**src/rtl/ecp_pkg.sv**
```systemverilog
// Shared types and constants for the CSI escape sequence parser.
`default_nettype none
package ecp_pkg;

  typedef struct packed {
    logic [7:0] byte_in;
    logic       last_byte;
  } in_t;

  typedef struct packed {
    logic [2:0]  action;
    logic [7:0]  text_byte;
    logic [31:0] first_arg;
    logic [31:0] second_arg;
  } out_t;

  // One step's outcome handed from the parser core to the output buffer
  typedef struct packed {
    logic valid;
    out_t data;
  } res_t;

  localparam logic [1:0] MODE_TEXT = 2'd0;
  localparam logic [1:0] MODE_ESC  = 2'd1;
  localparam logic [1:0] MODE_ARGS = 2'd2;
  localparam logic [1:0] MODE_SKIP = 2'd3;

  localparam logic [2:0] ACT_TEXT  = 3'd0;
  localparam logic [2:0] ACT_UP    = 3'd1;
  localparam logic [2:0] ACT_DOWN  = 3'd2;
  localparam logic [2:0] ACT_RIGHT = 3'd3;
  localparam logic [2:0] ACT_LEFT  = 3'd4;
  localparam logic [2:0] ACT_MOVE  = 3'd5;
  localparam logic [2:0] ACT_CLEAR = 3'd6;
  localparam logic [2:0] ACT_ERROR = 3'd7;

  localparam logic [7:0] CH_NUL  = 8'h00;
  localparam logic [7:0] CH_ESC  = 8'h1b;
  localparam logic [7:0] CH_LBR  = 8'h5b;
  localparam logic [7:0] CH_SEMI = 8'h3b;
  localparam logic [7:0] CH_0    = 8'h30;
  localparam logic [7:0] CH_9    = 8'h39;
  localparam logic [7:0] CH_A    = 8'h41;
  localparam logic [7:0] CH_B    = 8'h42;
  localparam logic [7:0] CH_C    = 8'h43;
  localparam logic [7:0] CH_D    = 8'h44;
  localparam logic [7:0] CH_H    = 8'h48;
  localparam logic [7:0] CH_J    = 8'h4a;

  localparam logic [1:0]  CNT_MAX   = 2'd3;
  localparam logic [31:0] CLEAR_ARG = 32'd2;

endpackage
`default_nettype wire

```
**src/rtl/ecp_core.sv**
```systemverilog
// Parser state and per-byte step logic: mode, number accumulator, saved arguments.
`default_nettype none
module ecp_core (
  input  wire logic         clk,
  input  wire logic         rst_n,
  input  wire logic         step_en,
  input  wire ecp_pkg::in_t item,
  output ecp_pkg::res_t     res
);

  logic [1:0]  mode_r,   mode_nxt;
  logic        digit_r,  digit_nxt;
  logic [31:0] accum_r,  accum_nxt;
  logic [1:0]  cnt_r,    cnt_nxt;
  logic [31:0] first_r,  first_nxt;
  logic [31:0] second_r, second_nxt;

  logic [7:0]  b;
  logic        last;
  logic [31:0] digit_val;
  logic [31:0] accum_x10;
  // argument list as it stands once a pending number is finished
  logic [1:0]  f_cnt;
  logic [31:0] f_first;
  logic [31:0] f_second;
  logic [1:0]  c_cnt;
  logic [31:0] c_first;
  logic [31:0] c_second;
  logic [2:0]  cmd_act;

  assign b         = item.byte_in;
  assign last      = item.last_byte;
  assign digit_val = {24'd0, b - ecp_pkg::CH_0};
  assign accum_x10 = {accum_r[28:0], 3'b000} + {accum_r[30:0], 1'b0};

  assign f_first  = (cnt_r == 2'd0) ? accum_r : first_r;
  assign f_second = (cnt_r == 2'd1) ? accum_r : second_r;
  assign f_cnt    = (cnt_r == ecp_pkg::CNT_MAX) ? cnt_r : cnt_r + 2'd1;

  assign c_cnt    = digit_r ? f_cnt    : cnt_r;
  assign c_first  = digit_r ? f_first  : first_r;
  assign c_second = digit_r ? f_second : second_r;

  always_comb begin
    cmd_act = ecp_pkg::ACT_ERROR;
    case (b)
      ecp_pkg::CH_A: if (c_cnt == 2'd1) cmd_act = ecp_pkg::ACT_UP;
      ecp_pkg::CH_B: if (c_cnt == 2'd1) cmd_act = ecp_pkg::ACT_DOWN;
      ecp_pkg::CH_C: if (c_cnt == 2'd1) cmd_act = ecp_pkg::ACT_RIGHT;
      ecp_pkg::CH_D: if (c_cnt == 2'd1) cmd_act = ecp_pkg::ACT_LEFT;
      ecp_pkg::CH_H: if (c_cnt == 2'd2) cmd_act = ecp_pkg::ACT_MOVE;
      ecp_pkg::CH_J: begin
        if (c_cnt == 2'd1 && c_first == ecp_pkg::CLEAR_ARG) cmd_act = ecp_pkg::ACT_CLEAR;
      end
      default: cmd_act = ecp_pkg::ACT_ERROR;
    endcase
  end

  always_comb begin
    mode_nxt   = mode_r;
    digit_nxt  = digit_r;
    accum_nxt  = accum_r;
    cnt_nxt    = cnt_r;
    first_nxt  = first_r;
    second_nxt = second_r;
    res        = '0;

    case (mode_r)
      ecp_pkg::MODE_TEXT: begin
        if (b == ecp_pkg::CH_ESC) begin
          mode_nxt = ecp_pkg::MODE_ESC;
        end else if (b != ecp_pkg::CH_NUL) begin
          res.valid          = 1'b1;
          res.data.action    = ecp_pkg::ACT_TEXT;
          res.data.text_byte = b;
        end
      end
      ecp_pkg::MODE_ESC: begin
        if (b == ecp_pkg::CH_LBR) begin
          mode_nxt   = ecp_pkg::MODE_ARGS;
          digit_nxt  = 1'b0;
          accum_nxt  = '0;
          cnt_nxt    = '0;
          first_nxt  = '0;
          second_nxt = '0;
          if (last) begin
            res.valid       = 1'b1;
            res.data.action = ecp_pkg::ACT_ERROR;
          end
        end else begin
          mode_nxt        = ecp_pkg::MODE_SKIP;
          res.valid       = 1'b1;
          res.data.action = ecp_pkg::ACT_ERROR;
        end
      end
      ecp_pkg::MODE_ARGS: begin
        if (b inside {[ecp_pkg::CH_0:ecp_pkg::CH_9]}) begin
          accum_nxt = accum_x10 + digit_val;
          digit_nxt = 1'b1;
          if (last) begin
            res.valid       = 1'b1;
            res.data.action = ecp_pkg::ACT_ERROR;
          end
        end else if (b == ecp_pkg::CH_SEMI) begin
          first_nxt  = f_first;
          second_nxt = f_second;
          cnt_nxt    = f_cnt;
          accum_nxt  = '0;
          digit_nxt  = 1'b0;
          if (last) begin
            res.valid       = 1'b1;
            res.data.action = ecp_pkg::ACT_ERROR;
          end
        end else begin
          // command byte: check the argument form, then clear the list
          res.valid       = 1'b1;
          res.data.action = cmd_act;
          if (cmd_act != ecp_pkg::ACT_ERROR && cmd_act != ecp_pkg::ACT_CLEAR) begin
            res.data.first_arg = c_first;
          end
          if (cmd_act == ecp_pkg::ACT_MOVE) res.data.second_arg = c_second;
          mode_nxt   = (cmd_act == ecp_pkg::ACT_ERROR) ? ecp_pkg::MODE_SKIP
                                                       : ecp_pkg::MODE_TEXT;
          digit_nxt  = 1'b0;
          accum_nxt  = '0;
          cnt_nxt    = '0;
          first_nxt  = '0;
          second_nxt = '0;
        end
      end
      default: begin
        // skip until the buffer ends
      end
    endcase

    if (last) begin
      mode_nxt   = ecp_pkg::MODE_TEXT;
      digit_nxt  = 1'b0;
      accum_nxt  = '0;
      cnt_nxt    = '0;
      first_nxt  = '0;
      second_nxt = '0;
    end

    if (!step_en) res.valid = 1'b0;
  end

  always_ff @(posedge clk) begin
    if (!rst_n) begin
      mode_r   <= ecp_pkg::MODE_TEXT;
      digit_r  <= 1'b0;
      accum_r  <= '0;
      cnt_r    <= '0;
      first_r  <= '0;
      second_r <= '0;
    end else if (step_en) begin
      mode_r   <= mode_nxt;
      digit_r  <= digit_nxt;
      accum_r  <= accum_nxt;
      cnt_r    <= cnt_nxt;
      first_r  <= first_nxt;
      second_r <= second_nxt;
    end
  end

endmodule
`default_nettype wire

```
**src/rtl/ecma48_csi_escape_parser.sv**
```systemverilog
// Top level of the ECMA-48 CSI escape sequence parser with its output buffer.
`default_nettype none
// Parses a terminal byte stream, one byte per transfer, into text bytes and
// cursor/clear commands from ESC [ args cmd sequences. A byte is taken every
// cycle while in_ready is high: the parser step is one short combinational
// pass into the state registers, and a result lands in an output register
// backed by a one-entry skid stage, so in_ready drops only when both hold a
// result that the sink has not taken.
module ecma48_csi_escape_parser (
  input  wire logic          clk,
  input  wire logic          rst_n,
  input  wire logic          in_valid,
  output logic               in_ready,
  input  wire ecp_pkg::in_t  in_data,
  output logic               out_valid,
  input  wire logic          out_ready,
  output ecp_pkg::out_t      out_data
);

  logic          step_en;
  ecp_pkg::res_t res;
  logic          pop;

  logic          out_valid_r,  out_valid_nxt;
  ecp_pkg::out_t out_data_r,   out_data_nxt;
  logic          skid_valid_r, skid_valid_nxt;
  ecp_pkg::out_t skid_data_r,  skid_data_nxt;

  assign in_ready  = !skid_valid_r;
  assign step_en   = in_valid && in_ready;
  assign pop       = out_valid_r && out_ready;
  assign out_valid = out_valid_r;
  assign out_data  = out_data_r;

  ecp_core u_core (
    .clk     (clk),
    .rst_n   (rst_n),
    .step_en (step_en),
    .item    (in_data),
    .res     (res)
  );

  always_comb begin
    out_valid_nxt  = out_valid_r;
    out_data_nxt   = out_data_r;
    skid_valid_nxt = skid_valid_r;
    skid_data_nxt  = skid_data_r;
    if (!out_valid_r || pop) begin
      if (skid_valid_r) begin
        // advance the skid entry, park any new result behind it
        out_valid_nxt  = 1'b1;
        out_data_nxt   = skid_data_r;
        skid_valid_nxt = res.valid;
        skid_data_nxt  = res.data;
      end else begin
        out_valid_nxt = res.valid;
        out_data_nxt  = res.data;
      end
    end else if (res.valid) begin
      skid_valid_nxt = 1'b1;
      skid_data_nxt  = res.data;
    end
  end

  always_ff @(posedge clk) begin
    if (!rst_n) begin
      out_valid_r  <= 1'b0;
      skid_valid_r <= 1'b0;
    end else begin
      out_valid_r  <= out_valid_nxt;
      skid_valid_r <= skid_valid_nxt;
    end
  end

  always_ff @(posedge clk) begin
    out_data_r  <= out_data_nxt;
    skid_data_r <= skid_data_nxt;
  end

endmodule
`default_nettype wire

```
**config.mk**
```make
export PLATFORM = sky130hd
export DESIGN_NAME = ecma48_csi_escape_parser
export DESIGN_NICKNAME = d
export VERILOG_FILES = /design/src/rtl/ecp_pkg.sv /design/src/rtl/ecp_core.sv /design/src/rtl/ecma48_csi_escape_parser.sv
export SDC_FILE = /design/constraint.sdc
export NUM_CORES = 1
export LEC_CHECK = 0
export BUFFER_PORTS_ARGS = -buffer_cell sky130_fd_sc_hd__buf_2
export CELL_PAD_IN_SITES_DETAIL_PLACEMENT = 1
export CELL_PAD_IN_SITES_GLOBAL_PLACEMENT = 1
export CORE_UTILIZATION = 40
export CTS_CLUSTER_SIZE = 20
export DETAILED_ROUTE_END_ITERATION = 16
export MAX_ROUTING_LAYER = met4
export PLACE_DENSITY_LB_ADDON = 0.25
export SYNTH_ARGS = -nofsm -noshare
export SYNTH_HDL_FRONTEND = slang
export SYNTH_SLANG_ARGS = --single-unit
export TNS_END_PERCENT = 100
```
**constraint.sdc**
```tcl
create_clock -name clk -period 4.1 [get_ports clk]
set_input_delay 0.205 -clock clk [delete_from_list [all_inputs] [get_ports clk]]
set_output_delay 0.205 -clock clk [all_outputs]
set_load 0.1 [all_outputs]
```
==> flow_summary_export.csv <==
group,metric,value,unit
power,p_seq_share,47.7,%
logic_synthesis,synth.top_cell.area_share,35.2,%
timing,min_period,3.48,ns
critical_path,worstPathMaxFanout,7,
critical_path,cp_num_cells,12,
power,powerDensity,401,mW/mm²
timing,hold_violations,0,
logic_synthesis,synthTopCellsByArea,"edfxtp_1 35%, dfxtp_1 16%, ha_1 6.0%, nor2_1 5.1%, mux2i_1 4.7%",
logic_synthesis,ys_ff_latch,253,
grt,grt_pass1_wl,54800,µm
timing,worst_pin_slew,1.08,ns
critical_path,crit_path_end_kind,"register",
logic_synthesis,synth_most_common_cell,"nor2_1",
logic_synthesis,synth_area_per_cell,10.5,µm²
critical_path,critPathKind,"reg -> reg",
layout,syn_to_final_growth,13.4,%
critical_path,path_buf_inv,2,
floorplan,row_count,65,
timing,fin_hold_ws,0.0359,ns
logic_synthesis,yosysWarnings,0,
hold_path,min_path_cells,2,
logic_synthesis,synth_enable_flop_cells,150,
place,port_buffers,89,
timing,fmax,0.288,GHz
power,power,5.82,mW
clock_network,htree_levels,1,
timing,fin_skew,0.0128,ns
status,status,"complete, but fails checks",
layout,nFillCells,3503,
power,switching_share,27.0,%
critical_path,cp.arrival,3.91,ns
power,peakVddDrop,0.282,mV
power,intPower,4.25,mW
clock_network,clkSlewWorstSetupHoldPaths,0.06,ns
clock_network,clock_latency,0.55,ns
grt,antenna_found_initial,0,
clock_network,clockBufferDepth,3,
critical_path,cp_slowest_stage_delay,0.54,ns
power,p_sw,1.57,mW
critical_path,startpoint_type,"register",
routing,via_per_inst,5.59,
logic_synthesis,syn-num-nets,1300,
routing,drc,1,
logic_synthesis,synth.top_cells.by_count,"173 x nor2_1, 150 x edfxtp_1, 117 x nand2_1",
logic_synthesis,netlist_instances,1220,
timing,setup_tns,0,ns
floorplan,initial_core_util,40.7,%
layout,drive_gt1_share,15.5,%
logic_synthesis,post_synth_num_cell_types,69,
grt,grt_max_degree,104,
floorplan,die-width,181,µm
logic_synthesis,syn-cell-area,0.0128,mm²
critical_path,cpMaxStageDelayCell,"fa_1",
routing,finalWirelength,33700,µm
clock_network,post_cts.repair.setup_buffers,0,
grt,gr-total-overflow,0,
clock_network,cts_root_buf,"clkbuf_16",
critical_path,critPathMostFrequentCell,"inv_1",
floorplan,dieHeight,181,µm
grt,grtUsageTotal,21.4,%
power,p_leak,5.62,nW
clock_network,cts_tree,"built",
place,dp_hpwl,23400,µm
timing,drv_slew,0,
routing,drt_iter0_drc,612,
timing,setup_viol_count_final,0,
hold_path,min_path_type,"in -> reg",
grt,grt_pass1_vias,9550,
floorplan,core-area,0.0315,mm²
layout,diodes,0,
routing,first_pass_iters,11,
logic_synthesis,yosysSeqAreaShare,51.3,%
job,drv_cap,0,
critical_path,path_cells,"inv_1, fa_1, inv_1, ha_1, o21ai_1, o21a_1, or3b_1, a21boi_1, a311oi_1, o21ai_0, mux2i_1, nand2_1",
routing,ant_nets,0,
floorplan,dieArea,0.0327,mm²
clock_network,clock-sinks,253,
logic_synthesis,ys_async_sr_fraction,0,%
timing,layout_setup_ws,0.623,ns
logic_synthesis,yosysTopAreaCell,"edfxtp_1",
routing,vias,9554,
timing,maxSlewHeadroom,28.0,%
floorplan,design.portCount,90,
power,combPwrFrac,10.4,%
clock_network,numCtsBuffers,28,
critical_path,cp_top_family,"compound AO/OA/AOI/OAI gates",
logic_synthesis,synth_ff_type,"edfxtp_1",
timing,finalCritPeriodShare,84.8,%
power,clkPwrFrac,41.9,%
timing,rsz0062_at_grt,"false",
status,violations,"design-rule violations",
place,routabilityCongestion,0.924,
critical_path,reg2regPathDepth,12,
routing,routedWlPerCell,19.7,µm
critical_path,required,4.53,ns
place,dp_slack,0.546,ns
layout,nets,1365,
final timing paths:
check	from	end	slack, ns
worst max-delay path	u_core.accum_r[2]	u_core.accum_r[23]	0.62
worst min-delay path	in_data[0]	u_core.mode_r[0]	0.04
worst max register to register	u_core.accum_r[2]	u_core.accum_r[23]	0.62
worst min register to register	u_core.second_r[0]	u_core.second_r[0]	0.50
layer usage:
metal	part of all wire, %	vias to the layer above	global-route usage, %
li1	-	4619	-
met1	50	4748	30.5
met2	45	151	32.8
met3	3.1	36	2.40
met4	1.4	0	4.17
met5	0	-	-
area by class of cell:
class	instances	area, µm²	share of cell area [%]
clock buffers	41	801	5.52
clock inverters	11	81.3	0.561
inverters	29	109	0.750
multi-input cells	862	5790	39.9
flip-flops and latches	253	6570	45.3
well taps	402	503	3.47
repair buffers	111	651	4.48
cells by family (layout without fill, tap and decap cells):
kind of cell	count (synthesis)	in the layout	share of synthesized area [%]
multiplexers	69	69	5.49
flip-flops	253	253	51.3
XOR/XNOR	21	21	1.44
buffers and inverters	105	192	3.69
adder cells (fa/ha/maj)	67	67	6.90
AO/OA/AOI/OAI	294	294	16.2
AND/OR/NAND/NOR	411	411	15.0
registers in the layout (all words and copies together), names as in the netlist:
name and count:
u_core.second_r 32, skid_valid_r 1, u_core.accum_r 32, u_core.first_r 32
out_valid 1, out_data 75, skid_data_r 75, u_core.digit_r 1
u_core.mode_r 2, u_core.cnt_r 2
layout by cell type, fill, tap and decap left out, drive strengths merged, types with 5 or more instances in the layout:
cell and n:
clkbuf 41, o21ai 37, nor4b 5, or3 5, mux2 9, a22oi 69, nand4 8, a21o 9
nand2b 7, dfxtp 103, nor3 11, ha 61, xnor2 16, nand2 117, nor3b 7, fa 6
and2 10, clkinv 9, o21a 8, o31ai 71, edfxtp 150, a211oi 6, o211ai 6, a21oi 62
nor4 12, xor2 5, inv 30, nand3 17, buf 110, nor2 184, mux2i 60, nor2b 5
power by group through the flow:
stage,Clock [mW],Combinational [mW],Sequential [mW]
after floorplan,0,0.145,3.18
after global placement,0,0.601,2.83
after detailed placement,0,0.606,2.83
after CTS,2.50,0.609,2.78
after global routing,2.59,0.631,2.78
final,2.44,0.606,2.77
worst reg2reg max path, stage by stage, from the launching register on:
cell      delay, ns
dfxtp_1        0.48
inv_1          0.13
fa_1           0.54
inv_1          0.04
ha_1           0.34
o21ai_1        0.12
o21a_1         0.21
or3b_1         0.42
a21boi_1       0.31
a311oi_1       0.21
o21ai_0        0.27
mux2i_1        0.23
nand2_1        0.07
through the flow:
stage          instance area [µm²]  instances  utilization, %
2_1_floorplan                12800       1220               -
3_3_place_gp                 13600       1656            43.3
3_5_place_dp                 13600       1656            43.3
4_1_cts                      14500       1709            46.1
5_1_grt                      14500       1709            46.1
6_report                     14500       1709            46.1
timing repair:
action	CTS	global route
hold buffers	1	0
hold endpoints to repair	1	0
setup endpoints to repair	0	0
gates resized for setup	0	0
No activity file was read; power rests on OpenSTA's default activity.
